===== src/design/qri_sqrt.sv =====
// qri_sqrt: iterative floor square root of a 64-bit value, two radicand
// bits per cycle. It uses no package.
module qri_sqrt (
  input  logic        clk,
  input  logic        rst_n,
  input  logic        start,
  input  logic [63:0] rad,
  output logic [31:0] root,
  output logic        done
);

  logic        busy_r, busy_nxt;
  logic        done_r, done_nxt;
  logic [4:0]  cnt_r, cnt_nxt;
  logic [63:0] rad_r, rad_nxt;
  logic [33:0] rem_r, rem_nxt;
  logic [31:0] root_r, root_nxt;
  logic [35:0] rem_sh, trial;

  // one digit step
  always_comb begin
    busy_nxt = busy_r;
    done_nxt = 1'b0;
    cnt_nxt  = cnt_r;
    rad_nxt  = rad_r;
    rem_nxt  = rem_r;
    root_nxt = root_r;
    rem_sh   = {rem_r, rad_r[63:62]};
    trial    = {2'b00, root_r, 2'b01};
    if (start && !busy_r) begin
      busy_nxt = 1'b1;
      cnt_nxt  = '0;
      rad_nxt  = rad;
      rem_nxt  = '0;
      root_nxt = '0;
    end else if (busy_r) begin
      rad_nxt = {rad_r[61:0], 2'b00};
      if (rem_sh >= trial) begin
        rem_nxt  = 34'(rem_sh - trial);
        root_nxt = {root_r[30:0], 1'b1};
      end else begin
        rem_nxt  = rem_sh[33:0];
        root_nxt = {root_r[30:0], 1'b0};
      end
      cnt_nxt = cnt_r + 5'd1;
      if (cnt_r == 5'd31) begin
        busy_nxt = 1'b0;
        done_nxt = 1'b1;
      end
    end
  end

  always_ff @(posedge clk) begin
    if (!rst_n) begin
      busy_r <= 1'b0;
      done_r <= 1'b0;
      cnt_r  <= '0;
    end else begin
      busy_r <= busy_nxt;
      done_r <= done_nxt;
      cnt_r  <= cnt_nxt;
    end
    rad_r  <= rad_nxt;
    rem_r  <= rem_nxt;
    root_r <= root_nxt;
  end

  assign root = root_r;
  assign done = done_r;

endmodule


===== config.mk =====
export PLATFORM = sky130hd
export DESIGN_NAME = qri_sqrt
export DESIGN_NICKNAME = d
export VERILOG_FILES = /design/src/design/qri_sqrt.sv
export SDC_FILE = /design/constraint.sdc
export NUM_CORES = 1
export LEC_CHECK = 0
export BUFFER_PORTS_ARGS = -buffer_cell sky130_fd_sc_hd__buf_2
export CORE_MARGIN = 2
export CORE_UTILIZATION = 25
export CTS_CLUSTER_SIZE = 14
export DETAILED_ROUTE_END_ITERATION = 16
export PLACE_DENSITY = 0.4
export SLEW_MARGIN = 20
export SYNTH_ARGS = -nofsm -noshare
export SYNTH_HDL_FRONTEND = slang
export SYNTH_SLANG_ARGS = --single-unit

===== constraint.sdc =====
create_clock -name clk -period 4.4 [get_ports clk]
set_clock_uncertainty 0.2 [all_clocks]
set_input_delay 0.44 -clock clk [delete_from_list [all_inputs] [get_ports clk]]
set_output_delay 0.44 -clock clk [all_outputs]
set_load 0.1 [all_outputs]

# ---- Word level (Yosys, flattened, before mapping)
# Cells that the tools add are included.
dict set report classes {
  addsub 2
  order_cmp 1
  eq_ne 1
  muxes 8
  n_bitwise 2
  n_reduce_logical 5
}
# op count
set ops {}
lappend ops {{$mux W64} 2}
lappend ops {{$ge A36 B34 Y1} 1}
lappend ops {{$mux W34} 1}
lappend ops {{$sub A34 B34 Y34} 1}
lappend ops {{$add A5 B1 Y5 const B} 1}
lappend ops {{$eq A5 B5 Y1 const B} 1}
lappend ops {{$mux W1} 5}
lappend ops {{$reduce_or A3 Y1} 1}
lappend ops {{$not A1 Y1} 2}
lappend ops {{$reduce_bool A2 Y1} 1}
lappend ops {{$reduce_or A2 Y1} 1}
lappend ops {{$logic_and A1 B1 Y1} 1}
lappend ops {{$logic_not A1 Y1} 1}
dict set report word_totals {
  reg_bits 137
  in_bits 67
}

# ---- Logic depth before layout (Yosys ltp)
# Gate-level depths: netlist of run 1.
dict set report depth {
  ltp_word 4
  depth_mapped 13
  depth_no_buf 11
}

# ---- Worst setup path after synthesis of run 1
# OpenSTA, ideal clock, no wires.
dict set report synth_timing {
  path_kind {register -> register}
  from {register root_r[20], in the netlist root[20]}
  to {register rem_r[33]}
  arrival_time_ns 3.357
  t_required_ns 4.071
  path_slack_ns 0.714
  path_stages_with_launch 14
  path_buffers 2
  path_cell_list {dfxtp_1 > inv_1 > ha_1 > buf_2 > a21o_1 > a21oi_2 > a21oi_1 > or4b_1 > a21o_1 > a31oi_4 > buf_4 > nor3_1 > a31oi_1 > o211ai_1}
}
dict set report synth_via {
  elab_chain_len 2
  elab_cells_between_ends 3
  cone_classes {1 x add/sub; 1 x order compare; 1 x mux}
}
# item line_no
set synth_rtl {}
lappend synth_rtl {{start: declaration} 17} ;# logic [31:0] root_r, root_nxt;
lappend synth_rtl {{start signal: assignment} 65} ;# root_r <= root_nxt;
lappend synth_rtl {{$sub A34 B34 Y34 or $ge A36 B34 Y1 (tied branches)} {39, 38}}
lappend synth_rtl {{$mux W34 *} 38} ;# if (rem_sh >= trial) begin
lappend synth_rtl {{end signal: assignment} 64} ;# rem_r <= rem_nxt;
lappend synth_rtl {{end: declaration} 16} ;# logic [33:0] rem_r, rem_nxt;
# Mark *: on every way between the ends. The rest lies on a longest branch, timed or not.
# A chain may end at the register's enable or synchronous reset.

# ---- Worst setup path after layout of run 1
dict set report layout_timing {
  from {register root_r[20], in the netlist root[20]}
  to {register rem_r[12]}
}
dict set report layout_via {
  elab_chain_len 2
}
# item line_no
set layout_rtl {}
lappend layout_rtl {{$ge A36 B34 Y1} 38}
lappend layout_rtl {{$mux W34} 38}
# No other way between the ends.

==> out/results.ini, run 1 <==
[timing]
fin_setup_tns_ns = 0
period_minus_slack_ns = 3.551
slew_headroom = 0.4444
max_freq_mhz = 281.6
fin_crit_sh = 0.8070
rsz0062_at_grt = no
finalMaxSlewViolations = 0
hold_viol_final = 0
finalSetupViolCount = 0
worst_slew_pin_slew_ns = 0.8334

[placement]
dp_cells = 1168
place_congestion = 0.7843
io_buffers = 99
place_hpwl_um = 12770

[cells_and_area]
nNetsFinal = 906
area_delta_synth_final_pct = 21.03
drive_gt1_frac = 0.2610
fill_cells = 3021
final_cells = 1207
mostFrequentLayoutCells = buf_2 (99), nand2_1 (82), dfxtp_1 (72)
final_common_cell = buf_2

[yosys]
ys_ff_latch = 137
synth_cell_type_count = 55
async_flop_share = 0
synth_xor_xnor_area_share = 0.03711
seq_area_frac_synth = 0.4624
syn_inst = 718
synth_nets = 821
synthFlopType = dfxtp_1
synth_top_family_by_area = compound AO/OA/AOI/OAI gates
synth.cell_area_um2 = 7317
synth.mux.area_fraction = 0.1026
avgSynthCellArea_um2 = 10.19
synth-simple-area-share = 0.1074
yosys_warnings = 0
synth-adder-area-share = 0.06156
synth_compound_area_frac = 0.1847
synth_edf_count = 64

[power]
total_leakage_power_nw = 3.520
ir_drop_mv = 0.2432
power_density_nw_per_um2 = 661.7
power_mw = 5.860

[clock_tree]
htreeDepth = 4
ctsLongestPathBuffers = 2
hold_buffers = 0
clock-sinks = 137
ctsResizeCount = 0
cts_setup_buffers = 0
clkTransAtPathRegs_ns = 0.07
clk_latency_ns = 0.43
cts_buffers = 17
tritoncts = yes
ctsRootBufferMaster = clkbuf_16

[drt]
wl_um = 18730
vias = 5673
viasPerCell = 4.700
wl_per_cell_um = 15.52
firstDrtPassIters = 5
first_iter_violations = 219
ant_nets = 0
drc_errors = 0

[global_route]
grt_util_all_layers = 0.1235
grt_pass1_vias = 5631
antenna_found_initial = 9
grt_max_degree = 66
overflow = 0
grt_pass1_wl_um = 30020

[critical_path]
r2r_end = rem_r[12]$_SDFFE_PP0P_
path_depth = 11
crit_buf_inv = 2
path_common_cell = a21o_1
r2r_slack_ns = 0.85
max_stage_delay_ns = 0.58
critical_path_class = flip-flop to flip-flop
critPathMaxFanout = 30
critical_path_arrival_ns = 3.67
r2r-start = root[20]$_SDFFE_PP0P_
cp-start-kind = flip-flop
crit_path_cell_trace = inv_1 -> ha_1 -> a21o_1 -> a21oi_2 -> a21oi_1 -> or4b_1 -> a21o_1 -> a31oi_4 -> buf_4 -> o21ai_0 -> a22o_1
r2r_cells = 11
end_kind = flip-flop
required_ns = 4.52
critPathTopFamily = compound AO/OA/AOI/OAI gates
crit_path_start = root[20]$_SDFFE_PP0P_
crit_slowest_cell = or4b_1
cp-endpoint = rem_r[12]$_SDFFE_PP0P_

[floorplanning]
fp.dieH_um = 175.1
die-area_um2 = 30650
die_x_um = 175.1
core_area_um2 = 28780
io_pins = 100
num_rows = 62
start_util = 0.2542

[flow_run]
max_cap_viol_count = 0

[run_status]
status = complete, no violations

[min_path]
hold_path_class = input port to flip-flop

[worst reg2reg max path: stages (launching register included)]
cell,delay (ns)
dfxtp_1,0.37
inv_1,0.08
ha_1,0.41
a21o_1,0.24
a21oi_2,0.19
a21oi_1,0.09
or4b_1,0.58
a21o_1,0.24
a31oi_4,0.33
buf_4,0.38
o21ai_0,0.15
a22o_1,0.19
[where the power goes]
part | switching (mW) | internal [mW]
clock | 0.677 | 0.872
sequential | 0.123 | 1.55
combinational | 1.54 | 1.10
[per-stage QoR]
stage	setup slack (ns)	hold WS, ns	utilization	cell area (µm²)
final	0.8492	0.07909	0.3077	8856
after global routing	0.6151	0.07548	0.3074	8846
after CTS	0.8183	0.05846	0.3071	8838
after detailed placement	0.8464	0.2658	0.2854	8213
after global placement	0.8791	0.2644	0.2854	8213
after floorplan	0.7142	0.2424	-	7317
[worst min-delay path by stage]
stage | startpoint | endpoint | cells after the start
2_1_floorplan | rem_r[0]$_SDFFE_PP0P_ | rem_r[0]$_SDFFE_PP0P_ | 2
3_3_place_gp | rem_r[0]$_SDFFE_PP0P_ | rem_r[0]$_SDFFE_PP0P_ | 2
3_5_place_dp | rem_r[0]$_SDFFE_PP0P_ | rem_r[0]$_SDFFE_PP0P_ | 2
4_1_cts | rst_n | busy_r$_SDFF_PN0_ | 2
5_1_grt | rst_n | busy_r$_SDFF_PN0_ | 2
6_report | rst_n | busy_r$_SDFF_PN0_ | 2
[state kept, by name (all words and copies together) (netlist names)]
register  count
busy_r        1
cnt_r         5
done          1
rad_r        64
rem_r        34
root         32
[routing by layer]
layer,wire [µm],track usage,up-vias
met5,38,0,-
li1,-,-,2826
met1,8971,0.1602,2701
met2,8137,0.1877,122
met4,209,0.03576,6
met3,1373,0.05135,18
[layout make-up]
| cell class | count | area [µm²] | area share |
|---|---|---|---|
| well taps | 384 | 480.5 | 0.05425 |
| clock inverters | 15 | 200.2 | 0.02261 |
| multi-input cells | 498 | 3620 | 0.4087 |
| flip-flops and latches | 137 | 3387 | 0.3825 |
| repair buffers | 107 | 568.0 | 0.06414 |
| inverters | 42 | 157.7 | 0.01780 |
| diodes | 7 | 17.52 | 0.001978 |
| clock buffers | 17 | 425.4 | 0.04804 |
[cell usage after synthesis, types with 2 or more instances]
cell      count  area (µm²)
and3_1        7       43.79
nand4_1       7       43.79
ha_1         36       450.4
nor2b_1       5       31.28
and2_1        3       18.77
a32oi_1       9       78.83
a21o_1       18       135.1
a41o_1        2       20.02
a31oi_1       6       37.54
buf_1         4       15.01
nor3_1        6       30.03
a21boi_0      2       15.01
nand2b_1      7       43.79
nand2_1      82       307.8
o21bai_1      4       30.03
o31ai_1      37       277.8
mux2_2       64       720.7
dfxtp_1      73        1461
clkbuf_1     29       108.9
nor2_1       24       90.09
nand3_1      10       50.05
edfxtp_1     64        1922
o21ai_1      15       75.07
o211ai_1      4       30.03
a22o_1       21       183.9
inv_1        42       157.7
xor2_1       16       140.1
nor4_1        5       31.28
buf_2         7       35.03
or2_2         2       12.51
mux2i_1       3       30.03
o21ai_0      32       160.2
nor3b_1       2       15.01
and4_1        3       26.28
a21oi_1      28       140.1
xnor2_1      15       131.4
a211oi_1      6       45.04
[cell families (layout without fill, tap and decap cells)]
group                      count (synthesis)  count (layout)
other                                      0               7
xor gates and xnor gates                  31              31
AOI/OAI and AO/OA                        196             196
DFF                                      137             137
and+or+nand+nor                          168             168
adders and majority gates                 36              36
buffers and inverters                     83             181
muxes                                     67              67
Note: power is estimated with default switching activity, not from simulation.
==> run 2: changes to the inputs <==
Settings changed: ABC_AREA set to 1, PLACE_DENSITY 0.4 to 0.41.
Clock period 4.4 ns to 3.1 ns, I/O delays scaled along.
==> run 2 against run 1 <==
Utilization rose by 1.5 points; routed wire length rose by 26%; sequential share of layout area fell by 5.8 points; worst setup slack got worse by 0.38 ns; worst hold slack improved by 0.18 ns; critical path type unchanged; largest cell class unchanged; largest power group unchanged.
==> out/results.ini, run 2 <==
[placement]
dp_slack_ns = 0.4066
place_hpwl_um = 17130
io_buffers = 99
place_congestion = 0.8723

[cells_and_area]
post-route-util = 0.3224
drive_gt1_frac = 0.1761
nNetsFinal = 1328
mostFrequentLayoutCells = nand2_1 (388), inv_1 (157), buf_2 (99)
final_common_cell = nand2_1
largest_register_ffs = 64
top_register = rad_r
n_antenna_cell = 0
area_delta_synth_final_pct = 27.83

[critical_path]
critical_path_arrival_ns = 2.77
r2r_slack_ns = 0.46
crit_buf_inv = 2
max_stage_delay_ns = 0.40
crit_path_cell_trace = inv_1 -> ha_1 -> nand2_1 -> nand2_1 -> nand2_1 -> nand2_1 -> a21oi_1 -> nand3_2 -> nand3_4 -> buf_4 -> nand3b_1 -> nand3_1 -> nand2_1
critPathTopFamily = simple AND/OR/NAND/NOR gates
critical_path_class = flip-flop to flip-flop
critPathMaxFanout = 23
cp-start-kind = flip-flop
path_common_cell = nand2_1
crit_slowest_cell = ha_1
required_ns = 3.23
end_kind = flip-flop

[yosys]
synth_compound_area_frac = 0.04904
seq_area_frac_synth = 0.4144
synth_edf_count = 64
ys_ff_latch = 137
synthFlopType = dfxtp_1
synth.mux.area_fraction = 0.08552
syn_inst = 1060
synth_xor_xnor_area_share = 0.01824
synth_commonest_cells = nand2_1 (389), inv_1 (158), dfxtp_1 (73), edfxtp_1 (64), mux2_2 (62)
synth-adder-area-share = 0.05517
synth.most_common_cell = nand2_1
synth_cell_type_count = 37
synth-simple-area-share = 0.2866
avgSynthCellArea_um2 = 7.702
synth.top_cell.area_share = 0.2354
yosys.area.top_type = edfxtp_1
yosys_warnings = 0
synth.cell_area_um2 = 8164
async_flop_share = 0
ys_top_cells_by_area = edfxtp_1 (24%), dfxtp_1 (18%), nand2_1 (18%), mux2_2 (8.6%), inv_1 (7.3%)
synth_nets = 1163
synth_top_family_by_area = simple AND/OR/NAND/NOR gates

[timing]
period_minus_slack_ns = 2.636
hold_ws_ns = 0.2573
max_freq_mhz = 379.4
fin_ws_ns = 0.4644
rsz0062_at_grt = no
finalMaxSlewViolations = 0
fin_setup_tns_ns = 0
fin_crit_sh = 0.8502
hold_viol_final = 0
slew_headroom = 0.6609
finalSetupViolCount = 0
worst_slew_pin_slew_ns = 0.5121

[clock_tree]
ctsRootBufferMaster = clkbuf_16
htreeDepth = 4
ctsLongestPathBuffers = 2
clock-sinks = 137
tritoncts = yes
clkTransAtPathRegs_ns = 0.06
clk_latency_ns = 0.44
cts_buffers = 17
ctsResizeCount = 0

[drt]
drc_errors = 0
vias = 7076
wl_um = 23570
firstDrtPassIters = 5
viasPerCell = 4.212
ant_nets = 0
first_iter_violations = 320
wl_per_cell_um = 14.03

[run_status]
status = complete, no violations

[global_route]
grt_pass1_vias = 7316
grt_util_all_layers = 0.1461
antenna_found_initial = 0
overflow = 0
grt_pass1_wl_um = 38520
grt_max_degree = 50

[floorplanning]
io_pins = 100
num_rows = 66
die_x_um = 184.7
fp.dieH_um = 184.7
core_area_um2 = 32370
start_util = 0.2522
die-area_um2 = 34120

[min_path]
hold_path_class = flip-flop to flip-flop

[power]
power_density_nw_per_um2 = 937.2
total_leakage_power_nw = 5.012
ir_drop_mv = 0.4429

[flow_run]
max_cap_viol_count = 0

run 2: final timing paths:
path | startpoint | endpoint | depth (start not counted)
max | root[15]$_SDFFE_PP0P_ | rem_r[25]$_SDFFE_PP0P_ | 13
min | rem_r[33]$_SDFFE_PP0P_ | rem_r[33]$_SDFFE_PP0P_ | 2
max reg2reg | root[15]$_SDFFE_PP0P_ | rem_r[25]$_SDFFE_PP0P_ | 13
min reg2reg | rem_r[33]$_SDFFE_PP0P_ | rem_r[33]$_SDFFE_PP0P_ | 2
run 2: tightest hold or removal path, stage by stage, from the launching register on:
cell	delay, ns
dfxtp_1	0.31
nand2_1	0.06
nand2_1	0.05
run 2: where the power goes:
part | switching (mW) | internal, mW
registers | 0.181 | 2.23
logic | 3.40 | 1.82
clock network | 0.866 | 1.27
total | 4.45 | 5.33
run 2: what timing repair did:
item | 4_1_cts | 5_1_grt
hold endpoints to repair | 66 | 0
hold buffers | 65 | 0
setup endpoints to repair | 0 | 0
buffers inserted | 0 | 0
run 2: logic make-up (layout without fill, tap and decap cells):
| group | after synthesis | in the layout |
|---|---|---|
| compound gates | 69 | 69 |
| xor+xnor | 17 | 17 |
| fa+ha+maj | 36 | 36 |
| buf+inv | 189 | 367 |
| flops | 137 | 137 |
| mux | 62 | 62 |
| simple gates | 550 | 550 |
run 2: area by class of cell:
class | count | area [µm²]
fillers | 3551 | 21930
well taps | 442 | 553.0
flip-flops and latches | 137 | 3383
clock inverters | 13 | 167.7
multi-input cells | 734 | 4043
repair buffers | 175 | 1254
inverters | 160 | 603.1
clock buffers | 19 | 432.9
run 2: stage by stage:
| step | area (µm²) | power [mW] | std cells |
|---|---|---|---|
| 6_report | 10440 | 9.781 | 1680 |
| 5_1_grt | 10440 | 10.75 | 1680 |
| 4_1_cts | 10440 | 9.910 | 1680 |
| 3_5_place_dp | 9185 | 7.645 | 1583 |
| 3_3_place_gp | 9185 | 7.681 | 1583 |
| 2_1_floorplan | 8172 | 6.327 | 1060 |
run 2: routing by layer:
layer,GRT usage,part of all wire
met1,0.1861,0.49
met2,0.2438,0.46
met3,0.03715,0.040
met4,0.04254,0.011
met5,0,0
