--- src/design/qri_div.sv ---
// qri_div: restoring divider, one quotient bit per cycle.
// Quotient must fit 32 bits. It uses no package.
module qri_div (
  input  logic        clk,
  input  logic        rst_n,
  input  logic        start,
  input  logic [63:0] num,
  input  logic [33:0] den,
  output logic [31:0] quo,
  output logic        done
);

  logic        busy_r, busy_nxt;
  logic        done_r, done_nxt;
  logic [4:0]  cnt_r, cnt_nxt;
  logic [31:0] num_r, num_nxt;
  logic [33:0] den_r, den_nxt;
  logic [33:0] rem_r, rem_nxt;
  logic [31:0] quo_r, quo_nxt;
  logic [34:0] sh;

  // shift-subtract step
  always_comb begin
    busy_nxt = busy_r;
    done_nxt = 1'b0;
    cnt_nxt  = cnt_r;
    num_nxt  = num_r;
    den_nxt  = den_r;
    rem_nxt  = rem_r;
    quo_nxt  = quo_r;
    sh       = {rem_r, num_r[31]};
    if (start && !busy_r) begin
      busy_nxt = 1'b1;
      cnt_nxt  = '0;
      num_nxt  = num[31:0];
      den_nxt  = den;
      rem_nxt  = {2'b00, num[63:32]};
      quo_nxt  = '0;
    end else if (busy_r) begin
      num_nxt = {num_r[30:0], 1'b0};
      if (sh >= {1'b0, den_r}) begin
        rem_nxt = 34'(sh - {1'b0, den_r});
        quo_nxt = {quo_r[30:0], 1'b1};
      end else begin
        rem_nxt = sh[33:0];
        quo_nxt = {quo_r[30:0], 1'b0};
      end
      cnt_nxt = cnt_r + 5'd1;
      if (cnt_r == 5'd31) begin
        busy_nxt = 1'b0;
        done_nxt = 1'b1;
      end
    end
  end

  always_ff @(posedge clk) begin
    if (!rst_n) begin
      busy_r <= 1'b0;
      done_r <= 1'b0;
      cnt_r  <= '0;
    end else begin
      busy_r <= busy_nxt;
      done_r <= done_nxt;
      cnt_r  <= cnt_nxt;
    end
    num_r <= num_nxt;
    den_r <= den_nxt;
    rem_r <= rem_nxt;
    quo_r <= quo_nxt;
  end

  assign quo  = quo_r;
  assign done = done_r;

endmodule

--- config.mk ---
export PLATFORM = sky130hd
export DESIGN_NAME = qri_div
export DESIGN_NICKNAME = d
export VERILOG_FILES = /design/src/design/qri_div.sv
export SDC_FILE = /design/constraint.sdc
export NUM_CORES = 1
export LEC_CHECK = 0
export BUFFER_PORTS_ARGS = -buffer_cell sky130_fd_sc_hd__buf_2
export CORE_MARGIN = 2
export CORE_UTILIZATION = 55
export DETAILED_ROUTE_END_ITERATION = 6
export GPL_TIMING_DRIVEN = 0
export HOLD_SLACK_MARGIN = 0.12
export PLACE_DENSITY = 0.83
export SYNTH_ARGS = -nofsm -noshare
export SYNTH_HDL_FRONTEND = slang
export SYNTH_SLANG_ARGS = --single-unit
--- constraint.sdc ---
create_clock -name clk -period 6.58 [get_ports clk]
set_clock_uncertainty 0.05 [all_clocks]
set_input_delay 0.329 -clock clk [delete_from_list [all_inputs] [get_ports clk]]
set_output_delay 0.329 -clock clk [all_outputs]
set_load 0.02 [all_outputs]
Yosys cells after proc, flatten, opt, wreduce, memory -nomap -nowiden --
Cells that the tools add are included.
Storage, ports and cells: word-level logic and storage cells 29, output and inout bits 33, register bits after elaboration 139, bits of input ports 101
Operators by class: bitwise logic cells 2, $add $sub $neg 2, eq/ne operators 1, reductions and logical operators 5, $lt $le $gt $ge 1, muxes and demuxes 10
Operators by type and width (number):
- $mux W32 | 4
- $ge A35 B34 Y1 | 1
- $mux W34 | 1
- $sub A34 B34 Y34 | 1
- $add A5 B1 Y5 const B | 1
- $eq A5 B5 Y1 const B | 1
- $mux W1 | 5
- $reduce_or A3 Y1 | 1
- $not A1 Y1 | 2
- $reduce_bool A2 Y1 | 1
- $reduce_or A2 Y1 | 1
- $logic_and A1 B1 Y1 | 1
- $logic_not A1 Y1 | 1

Longest topological paths before layout --
Gate-level depths: netlist of run 1.
depth after elaboration 4, mapped depth 12

Least setup slack after synthesis of run 1 --
No wires, ideal clock.
path type input to register, from in start, to reg den_r[0] (enable), arrival 2.340 ns, path slack 3.779 ns, stages 6, buffers on the path 4, path through clkbuf_1 > nand2b_1 > clkbuf_1 > inv_1 > clkbuf_1 > clkbuf_1
Between the ends: cells in the longest elaborated chain, start to end 1
Ends and longest elaborated chain:
- start, declared | line 6 | input logic start,
- $logic_and A1 B1 Y1 | line 32 | if (start && !busy_r) begin
- end signal, assigned | line 67 | den_r <= den_nxt;
- end, declared | line 17 | logic [33:0] den_r, den_nxt;
Every way passes these cells. A chain may end at the register's enable or synchronous reset.

Final worst setup path of run 1 --
from reg rem_r[21], to reg rem_r[12], data pin
Between the ends: cells in the longest elaborated chain, start to end 4
Ends and longest elaborated chain:
- start, declared | line 18 | logic [33:0] rem_r, rem_nxt;
- start signal, assigned | line 68 | rem_r <= rem_nxt;
- $ge A35 B34 Y1 | line 41 | if (sh >= {1'b0, den_r}) begin
- $mux W34 | line 41
- $mux W32 | line 39 | end else if (busy_r) begin
- $mux W32 | line 32
- net rem_nxt[12] | line 18
The timed path passes the listed nets, and every way through them passes these cells. The select of a mux whose other input is x is not followed.

==> results.yml, run 1 <==
place:
  detailed_place_hpwl_um: 14210
  placedCellCount: 1165
  numPortBuffers: 132
  gp_congestion: 0.9392
sta:
  setup_violations: 0
  slew_violations: 0
  hold_slack_ns: 0.1291
  clock.fmax_mhz: 311.5
  rsz0062_at_grt: "no"
  worstMarginPinSlew_ns: 1.001
  period_needed_ns: 3.211
  slew_headroom: 0.3315
  hold_viol: 0
  period_share: 0.4879
  finalSetupTns_ns: 0
clock_network:
  cts-htree-levels: 4
  clock-sinks: 139
  cts_setup_buffers: 0
  clk_path_buf_depth: 2
  clock-root-buffer: "clkbuf_16"
  clk_pin_slew_ns: 0.06
  numCtsBuffers: 17
  cts_tree: "done"
  clkLatencyLatePin_ns: 0.43
layout:
  drive_above_1_share: 0.1846
  utilization: 0.7158
  final_nets: 1203
  area_growth_pct: 26.63
  stdcell_count: 1259
power:
  p_leak_nw: 4.261
  p_per_area_nw_per_um2: 394.6
  irDropWorstVdd_v: 0.0002718
  power_mw: 3.952
worst_setup_path:
  rrSetupSlack_ns: 3.37
  r2r_cells: 10
  reg2reg_from: "rem_r[21]"
  worstPathMaxFanout: 10
  cp.arrival_ns: 3.32
  path_class: "reg -> reg"
  crit_start: "rem_r[21]"
  cp-start-kind: "register"
  cp-end-kind: "register"
  endpoint: "rem_r[12]"
  rr_endpoint: "rem_r[12]"
  cp_data_required_time_ns: 6.69
routing:
  post-route-drc-count: 0
  avgViaCountPerCell: 5.711
  wl_per_cell_um: 17.16
  routed_wl_um: 21610
  dr.first_iter.drc_count: 587
  drtPass1Iterations: 5
  antenna_left: 0
  vias: 7190
grt:
  first_global_vias: 7059
  grt_start_max_net_pins: 39
  overflow: 0
  grt_pass1_wl_um: 33590
  grt_usage: 0.2858
  antenna_found_initial: 0
min_path:
  hold_path.class: "in -> reg"
yosys:
  synthDistinctLibCells: 75
  yosysMostFrequentCell: "nand2_1"
  yosysTopAreaCellShare: 0.3722
  yosysWarnings: 0
  synth_fp_nets: 989
  synth_top_cell_by_area: "edfxtp_1"
  ys.flop_type: "edfxtp_1"
  seq_area_frac_synth: 0.4759
  synth_area_leaders: "edfxtp_1, dfxtp_1, nand2_1, ha_1, nand2b_1"
  syn_area_per_cell_um2: 9.292
  synth_edf_count: 98
  syn_inst: 851
  synth.ff_latch_count: 139
  synth_common_cells: "nand2_1, edfxtp_1, o21ai_0"
  async_reset_ff_frac: 0
  netlist_area_um2: 7908
run_status:
  outcome: "finished clean"
floorplanning:
  ios: 134
  dieArea_um2: 15350
  row_count: 43
  die_w_um: 123.9
  initial_core_util: 0.5653
  core_um2: 13990
  die_h_um: 123.9
flow_run:
  drv_cap: 0
[cells in the final DEF, fill, tap and decap left out, drive strengths merged, types with 4 or more instances in the layout]
master / instances
ha: 36
or3: 4
edfxtp: 98
a21oi: 35
nand3: 19
and3: 11
nor3: 7
xnor2: 15
nor4: 5
nor2: 36
nand4: 32
dlygate4sd3: 61
dfxtp: 41
nor2b: 9
o21a: 8
and2: 5
a211oi: 4
nand2b: 40
clkbuf: 57
buf: 147
nand2: 190
clkinv: 4
o211ai: 27
nor3b: 6
inv: 52
xor2: 10
or2: 4
a31oi: 12
o21ai: 52
a21o: 6
[area by class of cell]
cell class                      instances  area [um^2]
Fill cell                            1092         3975
Tap cell                              180        225.2
Multi-Input combinational cell        618         3764
Inverter                               44        165.2
Timing Repair Buffer                  195         1311
Clock buffer                           20        466.7
Antenna cell                            1        2.502
Sequential cell                       139         3764
Buffer                                 50        216.5
Clock inverter                         12        98.84
[cells by family (layout without fill, tap and decap cells)]
kind of cell,Yosys count,after routing,share of synthesized area
other,0,1,0
AND/OR/NAND/NOR,376,376,0.2288
adder cells (fa/ha/maj),37,37,0.05949
flip-flops,139,139,0.4759
AO/OA/AOI/OAI,178,178,0.1574
buffers and inverters,94,321,0.04810
multiplexers,2,2,0.002532
XOR/XNOR,25,25,0.02769
[worst max-delay path, cell delays in order, from the launching register on]
cell and delay [ns]:
edfxtp_1 0.41, ha_1 0.29, buf_2 0.18, a21oi_1 0.28, o21ai_0 0.21, nor2_1 0.26
a31oi_4 0.20, o311a_4 0.43, nor2_4 0.28, buf_6 0.21, o211ai_1 0.14
[layer usage]
metal  part of all wire  global-route usage
met2               0.49              0.4815
met1               0.42              0.3540
met3              0.070             0.07189
met5                  0                   0
met4              0.017              0.1096
[where the power goes]
part	switching (mW)	internal [mW]	total (mW)
Clock	0.398	0.521	0.919
Combinational	1.08	0.715	1.80
Sequential	0.0873	1.15	1.23
Total	1.57	2.38	3.95
[timing repair]
| action | in CTS | in global routing |
|---|---|---|
| hold buffers | 61 | 0 |
| endpoints found under the hold margin | 61 | 0 |
| setup endpoints to repair | 0 | 0 |
| gates resized for setup | 0 | 0 |
[worst min path at each step]
stage,from,to,slack (ns),depth (start not counted)
6_report,num[4],num_r[4],0.13,3
5_1_grt,num[11],num_r[11],0.14,3
3_3_place_gp,quo[20],quo[21],0.41,2
2_1_floorplan,den[0],den_r[0],0.38,0
4_1_cts,num[5],num_r[5],0.12,3
3_5_place_dp,quo[18],quo[19],0.42,2
[per-stage QoR]
| stage | instance area, um^2 | setup slack [ns] |
|---|---|---|
| 6_report | 10010 | 3.369 |
| 5_1_grt | 10010 | 3.196 |
| 4_1_cts | 10010 | 3.405 |
| 3_5_place_dp | 8835 | 3.433 |
| 3_3_place_gp | 8793 | 2.784 |
| 2_1_floorplan | 7908 | 3.779 |
[state kept, by name, summed over array words and instances, names as in the netlist]
name and count:
den_r 34, num_r 32, busy_r 1, quo 32, done 1, rem_r 34, cnt_r 5
Note: power is estimated with default switching activity, not from simulation.
==> run 2: changes to the inputs <==
Settings changed: CORE_UTILIZATION 55 to 51, PLACE_DENSITY 0.83 to 0.81.
Clock period 6.58 ns to 2.7 ns, I/O delays scaled along.
==> run 2 against run 1 <==
  * The run now ends with setup timing left
  * Routed wire length up 17%
  * Cell count rose by 6.0%
  * Non-clock buffer count grew 68
  * Global-route usage grew 0.19 points
  * Combinational power rose to 3.3 times the previous value
  * Power increased to 2.9 times the previous value
  * Die area rose by 7.6%
  * Via count up 9.3%
  * Utilization grew 2.7 points
  * Sequential share of layout area fell by 4.2 points
  * Critical path depth unchanged
  * Critical endpoint is now rem_r[14]
  * Largest cell class is now multi-input gates
  * Highest routed layer unchanged
==> results.yml, run 2 (synthesized netlist as in run 1, its figures left out) <==
min_path:
  holdPathEnd: "den_r[7]"
  whs_path_depth: 2
  hold_path.class: "in -> reg"
  hp-start: "den[7]"
power:
  irDropWorstVdd_v: 0.0006223
  p_leak_nw: 4.705
  p_per_area_nw_per_um2: 1010
  power_mw: 11.40
place:
  gp_congestion: 0.9549
  detailed_place_hpwl_um: 14200
  numPortBuffers: 132
  placedCellCount: 1172
  place_area_um2: 8825
clock_network:
  clkLatencyLatePin_ns: 0.43
  cts-htree-levels: 4
  numCtsBuffers: 17
  clk_path_buf_depth: 2
  clock-root-buffer: "clkbuf_16"
  clock-sinks: 139
  clk_pin_slew_ns: 0.07
  cts_tree: "done"
worst_setup_path:
  cp-start-kind: "register"
  cp-end-kind: "register"
  rrSetupSlack_ns: -0.23
  rr_endpoint: "rem_r[14]"
  cp_data_required_time_ns: 2.84
  r2r_cells: 10
  path_class: "reg -> reg"
  worstPathMaxFanout: 4
  reg2reg_from: "den_r[0]"
  cp.arrival_ns: 3.06
sta:
  setup_violations: 34
  clock.fmax_mhz: 341.8
  slew_headroom: 0.4279
  rsz0062_at_grt: "yes"
  period_share: 1.083
  worstMarginPinSlew_ns: 0.8581
  setup_ws_ns: -0.2254
  slew_violations: 0
  period_needed_ns: 2.925
  hold_viol: 0
  hold_slack_ns: 0.3601
routing:
  post-route-drc-count: 0
  vias: 7858
  wl_per_cell_um: 18.99
  drtPass1Iterations: 6
  avgViaCountPerCell: 5.891
  antenna_left: 0
  dr.first_iter.drc_count: 770
  wl_met1_um: 10130
  highest-signal-layer: "met4"
  routed_wl_um: 25340
  wl_met3_um: 1846
  met2_length_um: 12510
grt:
  antenna_found_initial: 0
  grt_usage: 0.2877
  grt_start_max_net_pins: 44
  grt_pass1_wl_um: 37110
  overflow: 0
  first_global_vias: 7531
floorplanning:
  dieArea_um2: 16520
  die_h_um: 128.5
  initial_core_util: 0.5202
  die_w_um: 128.5
  ios: 134
  row_count: 45
  core_um2: 15200
layout:
  final_nets: 1271
  final_common_cell: "nand2_1"
  antennaDiodeCount: 0
  largestRegisters: "den_r (34), rem_r (34)"
  drive_above_1_share: 0.2696
  fin_area_um2: 11290
  area_growth_pct: 42.74
  regArea_um2: 3764
  nFillCells: 1039
  utilization: 0.7425
  multiInputGateArea_um2: 4263
  most-common-layout-cells: "nand2_1, buf_2, dlygate4sd3_1"
  stdcell_count: 1334
run_status:
  violations: "setup timing"
  outcome: "finished, violations left"
flow_run:
  drv_cap: 0
run 2: changes by cell type in the layout (fill, tap and decap cells not counted), moves of 7 or more:
cell / before / now
a21oi_1: 33 / 23
buf_4: 1 / 30
clkbuf_1: 35 / 25
dlygate4sd3_1: 61 / 100
ha_1: 36 / 18
ha_4: 0 / 16
o21ai_0: 47 / 40
run 2: what timing repair did:
| action | 4_1_cts | 5_1_grt |
|---|---|---|
| buffers inserted | 24 | 12 |
| hold buffers | 100 | 0 |
| endpoints found under the hold margin | 106 | 0 |
| pin swaps | 51 | 63 |
| setup endpoints to repair | 88 | 88 |
| gates resized for setup | 72 | 59 |
| gates cloned | 2 | 0 |
run 2: power breakdown:
group / internal (mW) / switching, mW
Sequential: 2.80 / 0.270
Clock: 1.42 / 1.06
Combinational: 2.61 / 3.24
Total: 6.83 / 4.57
run 2: critical path, stage by stage, from the launching register on:
cell	delay [ns]
edfxtp_1	0.42
ha_4	0.19
fa_2	0.41
nor2b_2	0.17
o31a_1	0.26
o31ai_4	0.11
a21boi_1	0.24
o21ai_1	0.13
a21oi_1	0.32
a2111oi_4	0.10
a221o_1	0.28
run 2: final cells by class:
cell class                 count  area share
multi-input combinational    618      0.3777
sequential                   139      0.3334
timing repair buffer         270      0.1789
clock buffer                  19     0.04212
tap                          188     0.02084
buffer                        43     0.02018
inverter                      44     0.01463
clock inverter                13     0.01219
run 2: through the flow:
step	setup WS, ns	setup TNS (ns)
final	-0.2254	-4.189
after global routing	-0.2739	-6.253
after CTS	-0.1400	-1.932
after detailed placement	-0.4693	-14.37
after global placement	-0.4393	-37.92
after floorplan	0.009396	0
run 2: metal layers:
metal,vias up,global-route usage
li1,3607,-
met1,3714,0.3497
met2,444,0.5000
met3,93,0.06944
met4,0,0.1049
met5,-,0
run 2: worst max-delay path by stage:
stage	startpoint	to	slack, ns	cells after the start
after floorplan	rem_r[4]	rem_r[11]	0.009	10
after detailed placement	rem_r[9]	rem_r[12]	-0.47	10
after global routing	den_r[0]	rem_r[14]	-0.27	10
after global placement	rem_r[9]	rem_r[12]	-0.44	10
final	den_r[0]	rem_r[14]	-0.23	10
after CTS	num_r[31]	rem_r[26]	-0.14	12
==> run 3: changes to the inputs <==
Settings changed: CORE_MARGIN 2 to 1.5, SETUP_SLACK_MARGIN set to 0.5.
==> run 3 against run 2 <==
  * The run still ends with setup timing left
  * Highest routed layer unchanged
  * Via count shrank 1.2%
  * Cell count grew 1.2%
  * Largest cell class unchanged
  * Global-route usage grew 0.93 points
  * Non-clock buffer count grew 15
  * Hold slack lost 0.089 ns
  * Combinational power shrank 1%
==> results.yml, run 3 (synthesized netlist as in run 1, its figures left out) <==
worst_setup_path:
  worstPathMaxFanout: 8
  reg2reg_from: "rem_r[9]"
  crit_start: "rem_r[9]"
  rr_endpoint: "rem_r[3]"
  crit_slowest_cell: "edfxtp_1"
  cp.arrival_ns: 3.21
  cp-start-kind: "register"
  slowest_delay_ns: 0.44
  cp-end-kind: "register"
  r2r_cells: 11
  rrSetupSlack_ns: -0.30
  endpoint: "rem_r[3]"
  path_class: "reg -> reg"
  cp_data_required_time_ns: 2.91
  timing.critical_path.cells: "ha_4 > a21oi_2 > o21ai_1 > nand2b_1 > o21ai_2 > a31oi_4 > o311ai_4 > buf_6 > buf_12 > nand4_1 > o211ai_1"
layout:
  area_growth_pct: 42.86
  stdcell_count: 1350
  most-common-layout-cells: "nand2_1, buf_2, dlygate4sd3_1"
  largestRegisters: "den_r (34), rem_r (34)"
  final_common_cell: "nand2_1"
  final_nets: 1287
  antennaDiodeCount: 0
  drive_above_1_share: 0.2685
  utilization: 0.7459
  fin_area_um2: 11300
routing:
  antenna_left: 0
  vias: 7763
  post-route-drc-count: 0
  routed_wl_um: 24580
  dr.first_iter.drc_count: 628
  wl_per_cell_um: 18.21
  drtPass1Iterations: 5
  avgViaCountPerCell: 5.750
clock_network:
  clkLatencyLatePin_ns: 0.44
  clk_pin_slew_ns: 0.07
  cts-htree-levels: 4
  cts_tree: "done"
  clock-root-buffer: "clkbuf_16"
  numCtsBuffers: 17
  clk_path_buf_depth: 2
  clock-sinks: 139
sta:
  finalSetupTns_ns: -7.382
  clock.fmax_mhz: 333.5
  setup_violations: 35
  period_needed_ns: 2.999
  slew_headroom: 0.1977
  hold_slack_ns: 0.2715
  worstMarginPinSlew_ns: 1.204
  slew_violations: 0
  hold_viol: 0
  rsz0062_at_grt: "yes"
  period_share: 1.111
  setup_ws_ns: -0.2988
power:
  p_seq_frac: 0.273
  irDropWorstVdd_v: 0.0007147
  power_frac_clock: 0.210
  swShare: 0.4021
  power_mw: 11.15
  p_switching_mw: 4.482
  internal_power_mw: 6.664
  comb_power_share: 0.518
  p_per_area_nw_per_um2: 986.6
  p_leak_nw: 4.756
grt:
  grt_start_max_net_pins: 44
  use_met2: 0.5094
  grt_usage: 0.2970
  grt_pass1_wl_um: 37670
  use_met3: 0.07956
  grt_util_met1: 0.3576
  first_global_vias: 7660
  grt_busiest_layer: "met2"
  antenna_found_initial: 0
  overflow: 0
floorplanning:
  die_h_um: 127.5
  die_w_um: 127.5
  dieArea_um2: 16260
  row_count: 45
  initial_core_util: 0.5221
  core_um2: 15150
  ios: 134
place:
  detailed_place_hpwl_um: 14080
  gp_congestion: 0.9687
  place_area_um2: 8920
  placedCellCount: 1172
  numPortBuffers: 132
  place_ws_ns: -0.3397
run_status:
  outcome: "finished, violations left"
  violations: "setup timing"
flow_run:
  drv_cap: 0
min_path:
  hold_path.class: "in -> reg"
[run 3: cell count changes in the layout (fill, tap and decap cells not counted), sizes merged]
cell,previous run,this run
buf,179,193
clkinv,0,3
clkinvlp,0,2
inv,56,54
clkbuf,53,52
[run 3: worst min-delay path by stage]
stage | slack (ns) | end | cells past startpoint | startpoint
after floorplan | 0.18 | den_r[0] | 0 | den[0]
after global placement | 0.26 | den_r[24] | 1 | den[24]
after detailed placement | 0.26 | den_r[26] | 1 | den[26]
after CTS | 0.26 | cnt_r[0] | 3 | start
after global routing | 0.34 | cnt_r[0] | 3 | start
final | 0.27 | cnt_r[0] | 3 | start
[run 3: critical path, delay by kind of cell (launching register included)]
kind                     cells  cell delay (ns)
AO/OA/AOI/OAI                6             1.40
adder cells (fa/ha/maj)      1             0.27
buffers and inverters        2             0.35
flip-flops                   1             0.44
AND/OR/NAND/NOR              2             0.30
[run 3: cell type report]
class	count	area (um^2)
multi-input cells	618	4174
fillers	1019	3849
flip-flops and latches	139	3764
repair buffers	278	2076
clock buffers	17	425.4
plain buffers	50	301.5
well taps	188	235.2
inverters	44	168.9
clock inverters	15	145.1
repair inverters	1	7.507
[run 3: power by group through the flow]
stage	clock network (mW)	logic (mW)	registers (mW)
CTS	2.34	4.99	3.01
global placement	0	4.18	3.03
detailed placement	0	4.26	3.05
global route	2.43	6.16	3.07
floorplan	0	3.34	2.99
finish	2.34	5.77	3.04
[run 3: what timing repair did]
action,in CTS,in global routing
hold buffers,100,0
setup endpoints to repair,166,81
gates cloned,1,0
setup buffers,32,13
pin swaps,35,23
resized for setup,54,49
hold endpoints to repair,106,0
[run 3: per-layer routing]
layer	share of wire	wire (um)	vias to the layer above
met2	0.48	11740	405
met4	0.041	996	0
met3	0.086	2110	95
met5	0	0	-
met1	0.40	9737	3619
li1	-	-	3644
